[config.mk]
export PLATFORM = sky130hd
export DESIGN_NAME = circular_double_ended_queue
export DESIGN_NICKNAME = d
export VERILOG_FILES = /design/src/cdeq_pkg.sv /design/src/cdeq_cell.sv /design/src/circular_double_ended_queue.sv
export SDC_FILE = /design/constraint.sdc
export NUM_CORES = 1
export LEC_CHECK = 0
export ABC_CLOCK_PERIOD_IN_PS = 12600
export BUFFER_PORTS_ARGS = -buffer_cell sky130_fd_sc_hd__buf_2
export CORE_MARGIN = 2
export CORE_UTILIZATION = 55
export DETAILED_ROUTE_END_ITERATION = 8
export MAX_ROUTING_LAYER = met4
export PLACE_DENSITY_LB_ADDON = 0.12
export SLEW_MARGIN = 10
export SYNTH_ARGS = -nofsm -noshare
export SYNTH_HDL_FRONTEND = slang
export SYNTH_SLANG_ARGS = --single-unit
export TNS_END_PERCENT = 5
[constraint.sdc]
create_clock -name clk_i -period 12.6 [get_ports clk_i]
set_clock_uncertainty 0.2 [all_clocks]
set_input_delay 1.26 -clock clk_i [delete_from_list [all_inputs] [get_ports clk_i]]
set_output_delay 1.26 -clock clk_i [all_outputs]
set_load 0.03 [all_outputs]
[src/cdeq_pkg.sv]
// Shared request and status codes and the cell control struct for the deque.
package cdeq_pkg;

  localparam int unsigned DataW = 32;
  localparam int unsigned ReqW  = 3;
  localparam int unsigned StW   = 2;

  // Request codes; the undefined codes five to seven act as no operation
  localparam logic [ReqW-1:0] REQ_PUSH_FRONT = 3'd0;
  localparam logic [ReqW-1:0] REQ_PUSH_REAR  = 3'd1;
  localparam logic [ReqW-1:0] REQ_POP_FRONT  = 3'd2;
  localparam logic [ReqW-1:0] REQ_POP_REAR   = 3'd3;
  localparam logic [ReqW-1:0] REQ_NOP        = 3'd4;

  // Status codes
  localparam logic [StW-1:0] ST_OK    = 2'd0;
  localparam logic [StW-1:0] ST_FULL  = 2'd1;
  localparam logic [StW-1:0] ST_EMPTY = 2'd2;

  // Per-row control shared by every cell of one chain
  typedef struct packed {
    logic shr;  // shift towards higher cells, cell 0 takes the new word
    logic shl;  // shift towards cell 0, top cell takes zero
    logic wr;   // write the new word at the cell whose place equals the count
  } cdeq_ctrl_t;

endpackage

[src/cdeq_cell.sv]
// One storage cell of a deque chain: holds a word and trades it with its neighbours.
module cdeq_cell #(
  parameter int unsigned CntW = 4,
  parameter int unsigned Idx  = 0
) (
  input  logic                      clk_i,
  input  cdeq_pkg::cdeq_ctrl_t      ctrl_i,
  input  logic [CntW-1:0]           wr_at_i,
  input  logic [cdeq_pkg::DataW-1:0] wr_word_i,
  input  logic [cdeq_pkg::DataW-1:0] lower_i,
  input  logic [cdeq_pkg::DataW-1:0] upper_i,
  output logic [cdeq_pkg::DataW-1:0] word_o
);
  import cdeq_pkg::*;

  logic [DataW-1:0] word_d, word_q;

  // Shift from a neighbour, take a positional write, or hold
  always_comb begin
    if (ctrl_i.shr) begin
      word_d = lower_i;
    end else if (ctrl_i.shl) begin
      word_d = upper_i;
    end else if (ctrl_i.wr && (wr_at_i == CntW'(Idx))) begin
      word_d = wr_word_i;
    end else begin
      word_d = word_q;
    end
  end

  always_ff @(posedge clk_i) begin
    word_q <= word_d;
  end

  assign word_o = word_q;

endmodule

[src/circular_double_ended_queue.sv]
// Fixed-capacity double-ended queue built from two mirrored chains of cells.
//
//  channel | direction | handshake                | words
//  --------+-----------+--------------------------+------------------------------------------
//  request | in        | in_valid_i / in_ready_o  | req_type_i, push_value_i
//  result  | out       | out_valid_o / out_ready_i| status_o, popped_value_o, front_value_o,
//          |           |                          | rear_value_o, occupancy_o, is_empty_o,
//          |           |                          | is_full_o
//
// One request is taken per cycle while the result register is empty or being emptied;
// its result appears in the output register on the next cycle. The front chain keeps
// the front element in cell 0 and the rear chain keeps the rear element in its cell 0,
// so both ends are read at fixed cells and every request completes in a single step of the cell rows.
// Reset clears the count and the output valid; cell contents need no reset.
// A new request is taken while the result register is empty or being emptied.
module circular_double_ended_queue #(
  parameter int unsigned CAPACITY = 8
) (
  input  logic                             clk_i,
  input  logic                             rst_ni,
  input  logic                             in_valid_i,
  output logic                             in_ready_o,
  input  logic [cdeq_pkg::ReqW-1:0]        req_type_i,
  input  logic signed [cdeq_pkg::DataW-1:0] push_value_i,
  output logic                             out_valid_o,
  input  logic                             out_ready_i,
  output logic [cdeq_pkg::StW-1:0]         status_o,
  output logic signed [cdeq_pkg::DataW-1:0] popped_value_o,
  output logic signed [cdeq_pkg::DataW-1:0] front_value_o,
  output logic signed [cdeq_pkg::DataW-1:0] rear_value_o,
  output logic [$clog2(CAPACITY + 1)-1:0]  occupancy_o,
  output logic                             is_empty_o,
  output logic                             is_full_o
);
  import cdeq_pkg::*;

  localparam int unsigned CntW = $clog2(CAPACITY + 1);

  logic [DataW-1:0] front_row [CAPACITY];
  logic [DataW-1:0] rear_row  [CAPACITY];
  logic [DataW-1:0] new_word;

  cdeq_ctrl_t front_ctrl, rear_ctrl;

  logic [CntW-1:0] cnt_d, cnt_q;
  logic            acc, full, empty;
  logic            is_push, is_pop, at_front;
  logic            push_ok, pop_ok;
  logic [StW-1:0]  status_d;
  logic [DataW-1:0] popped_d, front_d, rear_d;

  logic             out_valid_d, out_valid_q;
  logic [StW-1:0]   status_q;
  logic [DataW-1:0] popped_q, front_q, rear_q;
  logic [CntW-1:0]  occ_q;

  assign new_word = push_value_i;
  assign acc      = in_valid_i & in_ready_o;
  assign full     = (cnt_q == CntW'(CAPACITY));
  assign empty    = (cnt_q == '0);

  // Request decode
  always_comb begin
    is_push  = 1'b0;
    is_pop   = 1'b0;
    at_front = 1'b0;
    unique case (req_type_i)
      REQ_PUSH_FRONT: begin
        is_push  = 1'b1;
        at_front = 1'b1;
      end
      REQ_PUSH_REAR: begin
        is_push = 1'b1;
      end
      REQ_POP_FRONT: begin
        is_pop   = 1'b1;
        at_front = 1'b1;
      end
      REQ_POP_REAR: begin
        is_pop = 1'b1;
      end
      default: begin
        is_push = 1'b0;
      end
    endcase
  end

  assign push_ok = acc & is_push & ~full;
  assign pop_ok  = acc & is_pop & ~empty;

  // Front chain shifts on front-end traffic, takes a positional write on push rear
  assign front_ctrl.shr = push_ok & at_front;
  assign front_ctrl.shl = pop_ok & at_front;
  assign front_ctrl.wr  = push_ok & ~at_front;
  // Rear chain mirrors it
  assign rear_ctrl.shr  = push_ok & ~at_front;
  assign rear_ctrl.shl  = pop_ok & ~at_front;
  assign rear_ctrl.wr   = push_ok & at_front;

  // Two rows of cells
  for (genvar k = 0; k < CAPACITY; k++) begin : g_cells
    logic [DataW-1:0] f_lo, f_hi, r_lo, r_hi;
    if (k == 0) begin : g_first
      assign f_lo = new_word;
      assign r_lo = new_word;
    end else begin : g_mid
      assign f_lo = front_row[k-1];
      assign r_lo = rear_row[k-1];
    end
    if (k == CAPACITY - 1) begin : g_last
      assign f_hi = '0;
      assign r_hi = '0;
    end else begin : g_inner
      assign f_hi = front_row[k+1];
      assign r_hi = rear_row[k+1];
    end

    cdeq_cell #(.CntW(CntW), .Idx(k)) u_front_cell (
      .clk_i     (clk_i),
      .ctrl_i    (front_ctrl),
      .wr_at_i   (cnt_q),
      .wr_word_i (new_word),
      .lower_i   (f_lo),
      .upper_i   (f_hi),
      .word_o    (front_row[k])
    );

    cdeq_cell #(.CntW(CntW), .Idx(k)) u_rear_cell (
      .clk_i     (clk_i),
      .ctrl_i    (rear_ctrl),
      .wr_at_i   (cnt_q),
      .wr_word_i (new_word),
      .lower_i   (r_lo),
      .upper_i   (r_hi),
      .word_o    (rear_row[k])
    );
  end

  // Occupancy update
  always_comb begin
    if (push_ok) begin
      cnt_d = cnt_q + CntW'(1);
    end else if (pop_ok) begin
      cnt_d = cnt_q - CntW'(1);
    end else begin
      cnt_d = cnt_q;
    end
  end

  // Result word, built from the state as it stands after the step
  always_comb begin
    status_d = ST_OK;
    if (is_push && full) begin
      status_d = ST_FULL;
    end else if (is_pop && empty) begin
      status_d = ST_EMPTY;
    end

    popped_d = '0;
    if (pop_ok) begin
      popped_d = at_front ? front_row[0] : rear_row[0];
    end

    if (cnt_d == '0) begin
      front_d = '0;
    end else if (push_ok && (at_front || empty)) begin
      front_d = new_word;
    end else if (pop_ok && at_front) begin
      front_d = front_row[1];
    end else begin
      front_d = front_row[0];
    end

    if (cnt_d == '0) begin
      rear_d = '0;
    end else if (push_ok && (!at_front || empty)) begin
      rear_d = new_word;
    end else if (pop_ok && !at_front) begin
      rear_d = rear_row[1];
    end else begin
      rear_d = rear_row[0];
    end
  end

  assign in_ready_o  = ~out_valid_q | out_ready_i;
  assign out_valid_d = acc | (out_valid_q & ~out_ready_i);

  // Control state
  always_ff @(posedge clk_i or negedge rst_ni) begin
    if (!rst_ni) begin
      cnt_q       <= '0;
      out_valid_q <= 1'b0;
    end else begin
      cnt_q       <= cnt_d;
      out_valid_q <= out_valid_d;
    end
  end

  // Output register
  always_ff @(posedge clk_i) begin
    if (acc) begin
      status_q <= status_d;
      popped_q <= popped_d;
      front_q  <= front_d;
      rear_q   <= rear_d;
      occ_q    <= cnt_d;
    end
  end

  assign out_valid_o    = out_valid_q;
  assign status_o       = status_q;
  assign popped_value_o = popped_q;
  assign front_value_o  = front_q;
  assign rear_value_o   = rear_q;
  assign occupancy_o    = occ_q;
  assign is_empty_o     = (occ_q == '0);
  assign is_full_o      = (occ_q == CntW'(CAPACITY));

endmodule

==> impl_metrics.tcl <==
set metrics [dict create \
    clock_latency_ps 590 \
    synthDistinctLibCells 53 \
    drcViolationCount 0 \
    synth-compound-area-share_pct 22.9 \
    tns_ps 0 \
    synth_top_cell_by_area "edfxtp_1" \
    post_cts_buffers 0 \
    clkTransAtPathRegs_ps 60 \
    rows 83 \
    slew_violations 0 \
    hp-class "in2async" \
    period_share_pct 43.1 \
    grt-ovfl-total 0 \
    crit_type "in2reg" \
    routedWlPerCell_um 25.9 \
    cp-end-kind "register" \
    cts_tree "built" \
    postCtsResizedCells 0 \
    p_per_area_mw_per_mm2 163 \
    avgSynthCellArea_um2 12.6 \
    p_leak_uw 0.0101 \
    vdd_drop_max_v 0.000110 \
    drtAntennaViolNets 0 \
    grt_max_degree 232 \
    syn-num-nets 2315 \
    numCtsBuffers 67 \
    status "complete, no violations" \
    die_area_mm2 0.0537 \
    postPlaceCellArea_mm2 0.0295 \
    die_h_um 232 \
    yosys_warnings 0 \
    maxUsedRoutingLayer "met4" \
    worstPathMaxFanout 231 \
    grt_usage_pct 29.9 \
    grt_pass1_wl_um 119000 \
    netlist.area_leader.share_pct 64.6 \
    dp_hpwl_um 45000 \
    synth-xor-area-share_pct 0 \
    cap_violations 0 \
    async_reset_ff_share_pct 0.808 \
    nets 2367 \
    firstDrtPassIters 8 \
    synthFlopType "edfxtp_1" \
    dp_slack_ps 7030 \
    period_needed_ps 5440 \
    worstPathArrival_ps 5630 \
    grt_antenna_before_repair 3 \
    cts_root_buf "clkbuf_16" \
    finalInstanceArea_mm2 0.0316 \
    yosysSeqAreaShare_pct 65.1 \
    rsz0062_at_grt "false" \
    cp_data_required_time_ps 12800 \
    max_freq_mhz 184 \
    drt_iter0_drc 2730 \
    wl_met1_um 32200 \
    vias_per_cell 6.74 \
    synth_top_family_by_area "compound AO/OA/AOI/OAI gates" \
    syn_inst 2271 \
    setup_viol 0 \
    routed-wl-met3_um 7050 \
    syn_area_mm2 0.0285 \
    cts_max_level 3 \
    dr_total_vias 20600 \
    layout-drive-gt1-share_pct 16.6 \
    port-buffer-count 144 \
    yosysMostFrequentCell "edfxtp_1" \
    yosys.area_share.simple_pct 5.83 \
    die_x_um 232 \
    syn_to_final_growth_pct 10.6 \
    netlist_top_cells_count "614 x edfxtp_1, 384 x a22oi_1, 364 x o21ai_0" \
    crit_path_start_kind "input port" \
    grt_pass1_vias 19500 \
    numClockSinks 619 \
    worst_slew_pin_slew_ps 1440 \
    ys_top_cells_by_area "edfxtp_1 65%, a22oi_1 10%, o21ai_0 6.4%, nand2_1 4.1%, a21oi_2 1.9%" \
    final_hold_viol_count 0 \
    slew_headroom_pct 4.19 \
    cts_hold_buf 0 \
    synthMuxAreaShare_pct 2.39 \
    setup_ws_ps 7160 \
    synth_adder_area_share_pct 0.219 \
    initial_utilization_pct 55.6 \
    routed_wl_um 79100 \
    gp_congestion 0.912 \
    ys_ff_latch 619 \
    synth_edf_count 614 \
    io_pins 145 \
    clockBufferDepth 3 \
    wl_met2_um 37200 \
    core_mm2 0.0513 \
]
[cells in the final DEF (no fill, tap or decap), types with 3 or more instances in the layout]
cell type,n
edfxtp_1,614
a32o_1,32
ha_1,5
inv_6,3
buf_2,143
or2_2,4
a21oi_2,62
mux2_2,32
diode_2,4
o22ai_1,32
buf_4,43
nand2b_1,3
dfrtp_1,5
clkinv_1,11
bufinv_16,4
nor2_1,35
a21boi_0,32
o21ai_0,364
a222oi_1,32
a21oi_1,5
nand2_1,312
clkbuf_16,69
mux2i_1,32
inv_1,7
nor2b_1,4
o21ai_1,21
clkbuf_1,17
clkinv_2,8
a22oi_1,384
nand3_1,11
[logic make-up after synthesis]
logic type | Yosys count
compound gates | 972
fa+ha+maj | 5
buf+inv | 214
flops | 619
mux | 64
simple gates | 397
[final timing paths]
kind                                               startpoint                                 end  slack, ps  cells after the start
max in group asynchronous                              rst_ni                            cnt_q[2]      11760                      1
min in group clk_i         g_cells[6].u_front_cell.word_o[29]  g_cells[7].u_front_cell.word_o[29]        350                      2
hold / removal                                         rst_ni                            cnt_q[1]        290                      1
setup reg to reg                                     cnt_q[0]   g_cells[4].u_rear_cell.word_o[19]       7170                      9
hold reg to reg            g_cells[6].u_front_cell.word_o[29]  g_cells[7].u_front_cell.word_o[29]        350                      2
setup / recovery                                req_type_i[1]   g_cells[4].u_rear_cell.word_o[19]       7160                      8
[layout make-up]
type                            instances  area (um2)
Tap cell                              680         851
Multi-Input combinational cell       1438        9000
Antenna cell                            4        10.0
Clock buffer                           86        1790
Timing Repair Buffer                  188        1070
Inverter                                9        38.8
Fill cell                            4035       19700
Sequential cell                       619       18600
Clock inverter                         27         235
[critical path, stage by stage]
cell,delay [ps]
buf_2,180
or2_2,330
nor4_4,320
buf_12,510
buf_4,950
buf_4,860
a22oi_1,240
o21ai_0,260
[per-stage QoR]
stage,util (%),total power [uW],cells,hold WS [ps]
finish,61.5,5150,3051,289
global route,61.5,5310,3050,285
CTS,61.5,5160,3047,271
detailed placement,57.5,3310,2934,337
global placement,57.5,3290,2934,330
floorplan,-,3110,2271,319
[sequential cells by signal, summed over array words and instances, names as in the netlist]
signal	flops
status_o	2
popped_value_o	32
out_valid_o	1
g_cells.u_front_cell.word_o	256
occupancy_o	4
front_value_o	32
rear_value_o	32
g_cells.u_rear_cell.word_o	256
cnt_q	4
[power by group]
| part | internal [uW] | switching (uW) |
|---|---|---|
| clock | 1080 | 788 |
| combinational | 199 | 562 |
| sequential | 2440 | 79.9 |
[per-layer routing]
| metal | vias up | track usage [%] |
|---|---|---|
| li1 | 9070 | - |
| met1 | 10100 | 41.3 |
| met2 | 1203 | 45.9 |
| met3 | 151 | 3.82 |
| met4 | 0 | 10.9 |
| met5 | - | - |
(Power assumes the default switching activity.)
